[config.mk]
export PLATFORM = sky130hd
export DESIGN_NAME = clip_rectangle_stack_core
export DESIGN_NICKNAME = d
export VERILOG_FILES = /design/src/crs_pkg.sv /design/src/crs_intersect.sv /design/src/clip_rectangle_stack_core.sv
export VERILOG_INCLUDE_DIRS = /design/src /design/src/src
export SDC_FILE = /design/constraint.sdc
export NUM_CORES = 2
export LEC_CHECK = 0
export ABC_AREA = 1
export BUFFER_PORTS_ARGS = -buffer_cell sky130_fd_sc_hd__buf_2
export CORE_MARGIN = 5
export CORE_UTILIZATION = 41
export DETAILED_ROUTE_END_ITERATION = 10
export GPL_TIMING_DRIVEN = 0
export PLACE_DENSITY_LB_ADDON = 0.2
export SETUP_SLACK_MARGIN = 0.1
export SKIP_CTS_REPAIR_TIMING = 1
export SLEW_MARGIN = 40
export SYNTH_ARGS = -nofsm -noshare
export SYNTH_HDL_FRONTEND = slang
export SYNTH_SLANG_ARGS = --single-unit
export TNS_END_PERCENT = 50
[constraint.sdc]
create_clock -name i_clk -period 6.8 [get_ports i_clk]
set_input_delay 0 -clock i_clk [delete_from_list [all_inputs] [get_ports i_clk]]
set_output_delay 0 -clock i_clk [all_outputs]
set_load 0.02 [all_outputs]
[src/clip_rectangle_stack_core_assert.svh]
// Assertion macros for the clip rectangle stack core.
`ifndef CLIP_RECTANGLE_STACK_CORE_ASSERT_SVH
`define CLIP_RECTANGLE_STACK_CORE_ASSERT_SVH

// Same-cycle implication, checked while out of reset
`define CRS_ASSERT_IMPLY(label, ante, cons) \
    label: assert property (@(posedge i_clk) disable iff (!i_rst_n) (ante) |-> (cons)) \
        else $error("clip stack assertion failed");

// Delayed implication, checked while out of reset
`define CRS_ASSERT_AFTER2(label, ante, cons) \
    label: assert property (@(posedge i_clk) disable iff (!i_rst_n) (ante) |-> ##2 (cons)) \
        else $error("clip stack latency assertion failed");

`endif

[src/crs_pkg.sv]
// Shared types and constants of the clip rectangle stack.
package crs_pkg;

    // Deepest stack level; entries 0 .. MAX_LEVEL exist
    localparam int MAX_LEVEL = 15;
    localparam int DEPTH     = MAX_LEVEL + 1;
    localparam int IDX_W     = (DEPTH > 1) ? $clog2(DEPTH) : 1;
    localparam int LEVEL_W   = 4;
    localparam int EDGE_W    = 17;
    localparam int SIZE_W    = 18;

    typedef enum logic [2:0] {
        OP_PUSH_RECT    = 3'd0,
        OP_PUSH_NO_CLIP = 3'd1,
        OP_POP          = 3'd2,
        OP_REPLACE      = 3'd3,
        OP_CLIP_BOX     = 3'd4,
        OP_VISIBILITY   = 3'd5
    } t_op;

    typedef enum logic [1:0] {
        CLS_EMPTY = 2'd0,
        CLS_SAME  = 2'd1,
        CLS_LESS  = 2'd2
    } t_cls;

    // Rectangle as left, top, right and bottom edges
    typedef struct packed {
        logic signed [EDGE_W-1:0] left;
        logic signed [EDGE_W-1:0] top;
        logic signed [EDGE_W-1:0] right;
        logic signed [EDGE_W-1:0] bottom;
    } t_rect;

    // Intersection result: tightened rectangle and its class
    typedef struct packed {
        t_rect rect;
        t_cls  cls;
    } t_isect;

endpackage

[src/crs_intersect.sv]
// Intersection of a rectangle with the clip rectangle, with classification.
module crs_intersect (
    input  crs_pkg::t_rect  i_a,
    input  crs_pkg::t_rect  i_c,
    output crs_pkg::t_isect o_res
);

    logic           a_empty;
    logic           c_empty;
    logic           same;
    logic           t_empty;
    crs_pkg::t_rect tight;

    assign a_empty = ($signed(i_a.right) <= $signed(i_a.left)) ||
                     ($signed(i_a.bottom) <= $signed(i_a.top));
    assign c_empty = ($signed(i_c.right) <= $signed(i_c.left)) ||
                     ($signed(i_c.bottom) <= $signed(i_c.top));

    // left/top take the max, right/bottom the min
    always_comb begin
        tight.left   = ($signed(i_c.left) > $signed(i_a.left)) ? i_c.left : i_a.left;
        tight.top    = ($signed(i_c.top) > $signed(i_a.top)) ? i_c.top : i_a.top;
        tight.right  = ($signed(i_c.right) < $signed(i_a.right)) ? i_c.right : i_a.right;
        tight.bottom = ($signed(i_c.bottom) < $signed(i_a.bottom)) ? i_c.bottom : i_a.bottom;
    end

    assign same    = (i_a == i_c);
    assign t_empty = ($signed(tight.right) <= $signed(tight.left)) ||
                     ($signed(tight.bottom) <= $signed(tight.top));

    always_comb begin
        if (a_empty) begin
            o_res.rect = i_a;
            o_res.cls  = crs_pkg::CLS_EMPTY;
        end else if (c_empty) begin
            o_res.rect = '0;
            o_res.cls  = crs_pkg::CLS_EMPTY;
        end else begin
            o_res.rect = tight;
            if (same) begin
                o_res.cls = crs_pkg::CLS_SAME;
            end else if (t_empty) begin
                o_res.cls = crs_pkg::CLS_EMPTY;
            end else begin
                o_res.cls = crs_pkg::CLS_LESS;
            end
        end
    end

endmodule

[src/clip_rectangle_stack_core.sv]
// Top level of the clip rectangle stack: input beat register, stack, result register.
//
// Takes one command beat per clock; busy is always low. Each accepted beat gives exactly
// one result beat. o_strobe is registered and rises at the edge after the accepting edge;
// it holds for one cycle.
// The receiver cannot stall, and none is needed: the stack top is read and written in the
// same stage, so a command sees every earlier command's update with no gap. The rate is
// set by one pass through the intersect compares and the box subtraction. No clearing
// pass follows reset; the stack takes commands as soon as reset is released.
`include "clip_rectangle_stack_core_assert.svh"

module clip_rectangle_stack_core (
    input  logic                                 i_clk,
    input  logic                                 i_rst_n,
    input  logic                                 start,
    output logic                                 busy,
    input  logic [2:0]                           i_operation,
    input  logic signed [15:0]                   i_rect_x,
    input  logic signed [15:0]                   i_rect_y,
    input  logic signed [15:0]                   i_rect_w,
    input  logic signed [15:0]                   i_rect_h,
    input  logic                                 i_set_no_clip,
    output logic                                 o_strobe,
    output logic signed [crs_pkg::EDGE_W-1:0]    o_box_x,
    output logic signed [crs_pkg::EDGE_W-1:0]    o_box_y,
    output logic signed [crs_pkg::SIZE_W-1:0]    o_box_w,
    output logic signed [crs_pkg::SIZE_W-1:0]    o_box_h,
    output logic                                 o_box_changed,
    output logic [1:0]                           o_visibility,
    output logic                                 o_overflow,
    output logic                                 o_underflow,
    output logic [crs_pkg::LEVEL_W-1:0]          o_stack_level,
    output logic                                 o_top_is_no_clip
);

    localparam logic [crs_pkg::IDX_W-1:0] TOP_MAX = crs_pkg::IDX_W'(crs_pkg::MAX_LEVEL);
    localparam logic [crs_pkg::IDX_W-1:0] IDX_ONE = crs_pkg::IDX_W'(1);

    // Input beat register
    logic                 r_in_valid;
    crs_pkg::t_op         r_op;
    crs_pkg::t_rect       r_a;
    logic                 r_w_pos;
    logic                 r_h_pos;
    logic                 r_nc_in;

    // Stack state
    crs_pkg::t_rect              r_stack [crs_pkg::DEPTH];
    logic [crs_pkg::DEPTH-1:0]   r_nc;
    logic [crs_pkg::IDX_W-1:0]   r_top;

    // Result register
    logic                               r_strobe;
    logic signed [crs_pkg::EDGE_W-1:0]  r_box_x;
    logic signed [crs_pkg::EDGE_W-1:0]  r_box_y;
    logic signed [crs_pkg::SIZE_W-1:0]  r_box_w;
    logic signed [crs_pkg::SIZE_W-1:0]  r_box_h;
    logic                               r_box_changed;
    logic [1:0]                         r_visibility;
    logic                               r_overflow;
    logic                               r_underflow;

    // Next values
    logic [crs_pkg::IDX_W-1:0]          n_top;
    logic                               n_wr_en;
    logic [crs_pkg::IDX_W-1:0]          n_wr_idx;
    crs_pkg::t_rect                     n_wr_rect;
    logic                               n_wr_nc;
    crs_pkg::t_rect                     n_box;
    logic signed [crs_pkg::EDGE_W-1:0]  n_box_x;
    logic signed [crs_pkg::EDGE_W-1:0]  n_box_y;
    logic signed [crs_pkg::SIZE_W-1:0]  n_box_w;
    logic signed [crs_pkg::SIZE_W-1:0]  n_box_h;
    logic                               n_box_changed;
    logic [1:0]                         n_visibility;
    logic                               n_overflow;
    logic                               n_underflow;

    crs_pkg::t_rect  top_rect;
    logic            top_nc;
    crs_pkg::t_isect isect;
    logic            full;

    assign busy = 1'b0;

    // Register the command; right and bottom edges are formed here
    always_ff @(posedge i_clk) begin
        if (!i_rst_n) begin
            r_in_valid <= 1'b0;
        end else begin
            r_in_valid <= start && !busy;
        end
        r_op         <= crs_pkg::t_op'(i_operation);
        r_a.left     <= crs_pkg::EDGE_W'(i_rect_x);
        r_a.top      <= crs_pkg::EDGE_W'(i_rect_y);
        r_a.right    <= crs_pkg::EDGE_W'(i_rect_x) + crs_pkg::EDGE_W'(i_rect_w);
        r_a.bottom   <= crs_pkg::EDGE_W'(i_rect_y) + crs_pkg::EDGE_W'(i_rect_h);
        r_w_pos      <= (i_rect_w > 16'sd0);
        r_h_pos      <= (i_rect_h > 16'sd0);
        r_nc_in      <= i_set_no_clip;
    end

    assign top_rect = r_stack[r_top];
    assign top_nc   = r_nc[r_top];
    assign full     = (r_top == TOP_MAX);

    crs_intersect u_isect (
        .i_a   (r_a),
        .i_c   (top_rect),
        .o_res (isect)
    );

    // Command decode against the stack top
    always_comb begin
        n_top         = r_top;
        n_wr_en       = 1'b0;
        n_wr_idx      = r_top;
        n_wr_rect     = r_a;
        n_wr_nc       = 1'b0;
        n_box         = '0;
        n_box_changed = 1'b0;
        n_visibility  = 2'd0;
        n_overflow    = 1'b0;
        n_underflow   = 1'b0;
        case (r_op)
            crs_pkg::OP_PUSH_RECT: begin
                if (!(r_w_pos && r_h_pos)) begin
                    n_wr_rect = '0;
                end else if (!top_nc) begin
                    n_wr_rect = isect.rect;
                end
                if (full) begin
                    n_overflow = 1'b1;
                end else begin
                    n_top    = r_top + IDX_ONE;
                    n_wr_idx = r_top + IDX_ONE;
                    n_wr_en  = r_in_valid;
                end
            end
            crs_pkg::OP_PUSH_NO_CLIP: begin
                n_wr_nc = 1'b1;
                if (full) begin
                    n_overflow = 1'b1;
                end else begin
                    n_top    = r_top + IDX_ONE;
                    n_wr_idx = r_top + IDX_ONE;
                    n_wr_en  = r_in_valid;
                end
            end
            crs_pkg::OP_POP: begin
                if (r_top == '0) begin
                    n_underflow = 1'b1;
                end else begin
                    n_top = r_top - IDX_ONE;
                end
            end
            crs_pkg::OP_REPLACE: begin
                n_wr_nc = r_nc_in;
                n_wr_en = r_in_valid;
            end
            crs_pkg::OP_CLIP_BOX: begin
                if (top_nc) begin
                    n_box = r_a;
                end else begin
                    n_box         = isect.rect;
                    n_box_changed = (isect.cls != crs_pkg::CLS_SAME);
                end
            end
            crs_pkg::OP_VISIBILITY: begin
                if (!(r_w_pos && r_h_pos)) begin
                    n_visibility = 2'(crs_pkg::CLS_EMPTY);
                end else if (top_nc) begin
                    n_visibility = 2'(crs_pkg::CLS_SAME);
                end else begin
                    n_visibility = 2'(isect.cls);
                end
            end
            default: begin
            end
        endcase
    end

    // Box width and height from edges
    assign n_box_x = n_box.left;
    assign n_box_y = n_box.top;
    assign n_box_w = crs_pkg::SIZE_W'(n_box.right) - crs_pkg::SIZE_W'(n_box.left);
    assign n_box_h = crs_pkg::SIZE_W'(n_box.bottom) - crs_pkg::SIZE_W'(n_box.top);

    // Stack control and no-clip marks; entry zero starts as no-clip
    always_ff @(posedge i_clk) begin
        if (!i_rst_n) begin
            r_top    <= '0;
            r_nc[0]  <= 1'b1;
        end else if (r_in_valid) begin
            r_top <= n_top;
            if (n_wr_en) begin
                r_nc[n_wr_idx] <= n_wr_nc;
            end
        end
    end

    // Stack edges, no reset
    always_ff @(posedge i_clk) begin
        if (n_wr_en) begin
            r_stack[n_wr_idx] <= n_wr_rect;
        end
    end

    // Result register
    always_ff @(posedge i_clk) begin
        if (!i_rst_n) begin
            r_strobe <= 1'b0;
        end else begin
            r_strobe <= r_in_valid;
        end
        r_box_x       <= n_box_x;
        r_box_y       <= n_box_y;
        r_box_w       <= n_box_w;
        r_box_h       <= n_box_h;
        r_box_changed <= n_box_changed;
        r_visibility  <= n_visibility;
        r_overflow    <= n_overflow;
        r_underflow   <= n_underflow;
    end

    assign o_strobe         = r_strobe;
    assign o_box_x          = r_box_x;
    assign o_box_y          = r_box_y;
    assign o_box_w          = r_box_w;
    assign o_box_h          = r_box_h;
    assign o_box_changed    = r_box_changed;
    assign o_visibility     = r_visibility;
    assign o_overflow       = r_overflow;
    assign o_underflow      = r_underflow;
    // level and mark come from the stack state the beat left behind
    assign o_stack_level    = crs_pkg::LEVEL_W'(r_top);
    assign o_top_is_no_clip = r_nc[r_top];

    // Checks
    `CRS_ASSERT_AFTER2(a_beat_latency, start && !busy, o_strobe)
    `CRS_ASSERT_IMPLY(a_underflow_level, o_strobe && o_underflow, r_top == '0)
    `CRS_ASSERT_IMPLY(a_overflow_level, o_strobe && o_overflow, r_top == TOP_MAX)
    `CRS_ASSERT_IMPLY(a_flags_exclusive, o_strobe, !(o_overflow && o_underflow))
    `CRS_ASSERT_IMPLY(a_vis_no_box, o_strobe && (o_visibility != 2'(crs_pkg::CLS_EMPTY)),
                      (o_box_w == '0) && (o_box_h == '0) && !o_box_changed)
    `CRS_ASSERT_IMPLY(a_top_bound, 1'b1, r_top <= TOP_MAX)

endmodule

==> results by group <==
Status
  – Outcome: finished clean

Final layout
  – Layout area overhead: 18.4%
  – Share of layout cells above drive strength 1: 0.126
  – Layout Utilization: 0.488
  – Fin nets: 6654

Yosys
  – Cell taking the most area after synthesis: edfxtp_1
  – Synth Register Bits: between 1000 and 1500
  – Synth cell types: 53
  – Synth warn: 0
  – Sequential share of the synthesized area: 0.606
  – Main synth FF type: edfxtp_1
  – Mean area per synthesized cell: 10.3 µm²
  – Area share of the largest cell type after synthesis: 0.553
  – Async SR Flop Fraction: 0
  – Synthesized Nets: 6144
  – Synth area leaders: edfxtp_1, nand2_1, nand3_1
  – Post-Syn Instances: 5821
  – EDFF count, synth: 1103
  – Post-Synthesis Cell Area: around 60000 µm²

Setup path
  – CP max stage cell: dfxtp_1
  – CP Class: reg2reg
  – Startpoint Class: register
  – Worst Path Max Fanout: 10
  – Worst path arrival time: between 7 and 8 ns
  – CP required: 7.44 ns
  – Max stage delay on crit path: 0.55 ns
  – Crit-path most repeated cell: nand2_1
  – Worst Setup End Kind: register

Timing
  – Slew Limit Fails: 0
  – Period utilization: 0.939
  – Final setup viols: 0
  – Unrepaired setup endpoints after global routing: no
  – Max Freq: 0.157 GHz
  – Final hold vios: 0
  – Rel. slew slack: 0.381
  – Setup Skew: 0.0356 ns
  – Minimum clock period: 6.39 ns
  – Slew @ Worst Pin: 0.919 ns

Clock tree
  – Max H-tree Level: 4
  – Max Root-Sink Buffers: 3
  – Clock tree root buffer cell: clkbuf_16
  – CTS sink count: 1261
  – CTS buffer count: 139
  – CTS tree: done
  – Worst skew pair latency: 0.79 ns
  – Clock Pin Slew Worst Setup and Hold Paths: 0.06 ns

Power
  – Worst IR drop on VDD: between 0.15 and 0.2 mV
  – Clock Power Share: 0.362
  – Lkg Pwr: 28.5 nW
  – Internal power: 13.9 mW
  – Power Total: just under 20 mW
  – Power Dens Cells: 278 nW/µm²
  – NetSw: roughly 6 mW
  – Register share of total power: 0.450
  – Switching Share: 0.298
  – Comb power frac: 0.188

Die
  – Height of the die: 392 µm
  – DIE WIDTH: 392 µm
  – Core ar.: about 150000 µm²
  – Num rows: 140
  – IO Count: 153
  – Die ar.: between 150000 and 200000 µm²
  – Initial Util: 0.412

Worst hold path
  – Hold Startpoint: i_rect_w[0]
  – Worst Hold Class: in2reg

Drt
  – Drt total wl: 219000 µm
  – Number of remaining DRC errors: 0
  – Post-route ant nets: 0
  – WL/cell: about 26 µm
  – Vias/cell: 5.57
  – DRT iter0 DRCs: 5909
  – DR pass1 iterations: 6
  – Total number of vias: roughly 47000

GRT
  – Largest net degree at the start of global routing: 17
  – Total GRT Usage: 0.278
  – Vias in the first global route: around 42000
  – Total gr overflow: 0
  – First-pass GRT wire length: 306000 µm
  – Initial antenna violation count: 6

Job
  – Max Cap Viol: 0

Place
  – Post-DP HPWL: approximately 160000 µm
  – Global placement routability congestion: 0.945
  – Port bufs: 151
## synth_stat cells (all sizes together) (5+ instances only)
cell type     n
nor3         29
nand2      1136
dfxtp       158
ha          248
o31ai         5
a21o         13
nand3       657
clkbuf       76
nor2        164
o21ai       331
edfxtp     1103
o211ai      276
a31oi         6
buf         210
nand4        36
xnor2        18
a21oi       397
xor2         40
and2         22
a21boi        9
inv         844
nor4         12
## cells by family after synthesis
kind of cell	share of synthesized area
buffers and inverters	0.0804
adder cells (fa/ha/maj)	0.0531
AND/OR/NAND/NOR	0.150
XOR/XNOR	0.00848
other	0.0000626
AO/OA/AOI/OAI	0.102
flip-flops	0.606
## sequential cells by signal (all words and copies together) (netlist names), 4 cells and up, named ones only
register       cells
o_box_h           18
o_stack_level      4
o_box_x           17
r_nc              16
o_box_w           18
o_box_y           17
r_stack         1088
r_a               66
## cell type report
type                       instances  area (µm²)
fill                           13300       74500
sequential                      1261       36300
multi-input combinational       3429       19000
timing repair buffer             369        3930
clock buffer                     185        3750
inverter                         845        3170
tap                             1917        2400
buffer                           286        1860
clock inverter                    60         479
antenna                            5        12.5
## through the flow
| stage | setup WS (ns) | std cells | TNS (ns) | hold slack [ns] | instance area, µm² |
|---|---|---|---|---|---|
| final | 0.412 | 8357 | 0 | 0.0427 | 70900 |
| after global routing | 0.0996 | 8352 | 0 | 0.0321 | 70900 |
| after CTS | -0.530 | 8224 | -2.95 | -0.732 | 69300 |
| after detailed placement | -0.473 | 7979 | -2.37 | 0.105 | 65100 |
| after global placement | -2.30 | 7889 | -2137.95 | 0.103 | 63100 |
| after floorplan | 1.71 | 5821 | 0 | 0.0277 | 59900 |
## power by group through the flow
stage	clock network, mW	logic, mW	registers [mW]
after global placement	0	3.48	9.05
final	7.14	3.71	8.89
after floorplan	0	2.02	9.11
after detailed placement	0	3.53	9.05
after global routing	7.55	4.03	8.90
after CTS	7.22	3.55	8.89
## critical path: cells and delay by family (launching register included)
kind	cells	cell delay (ns)
AOI/OAI and AO/OA	5	1.23
buffers and inverters	6	1.37
DFF	1	0.55
adders and majority gates	3	1.00
and+or+nand+nor	16	1.89
xor gates and xnor gates	1	0.16
## path summary, 6_finish.rpt
path,slack (ns),endpoint,depth (start not counted)
setup / recovery,0.41,o_box_h[12],31
hold / removal,0.04,r_a[17],3
setup reg to reg,0.41,o_box_h[12],31
hold reg to reg,0.49,o_strobe,2
## placed cells by master, fill, tap and decap left out, drive strengths merged
cell / netlist / layout
nand2: 1136 / 1136
edfxtp: 1103 / 1103
inv: 844 / 849
nand3: 657 / 657
buf: 210 / 404
a21oi: 397 / 397
o21ai: 331 / 331
clkbuf: 76 / 308
o211ai: 276 / 276
ha: 248 / 248
nor2: 164 / 164
dfxtp: 158 / 158
dlygate4sd3: 0 / 128
clkinv: 1 / 51
xor2: 40 / 40
nand4: 36 / 36
nor3: 29 / 29
and2: 22 / 22
xnor2: 18 / 18
a21o: 13 / 13
nor4: 12 / 12
a21boi: 9 / 9
a31oi: 6 / 6
diode: 0 / 5
o31ai: 5 / 5
o22ai: 4 / 4
nor3b: 4 / 4
fa: 4 / 4
nand3b: 4 / 4
o221ai: 3 / 3
or2: 3 / 3
bufinv: 0 / 3
o21a: 2 / 2
a221oi: 2 / 2
a41oi: 2 / 2
clkinvlp: 0 / 2
a31o: 1 / 1
conb: 1 / 1
## layer usage
| metal | routed length, µm | GRT usage |
|---|---|---|
| met1 | 95000 | 0.401 |
| met3 | 18400 | 0.0441 |
| met5 | 0 | 0 |
| met2 | 96700 | 0.427 |
| met4 | 8570 | 0.0984 |
Note: power is estimated with default switching activity, not from simulation.
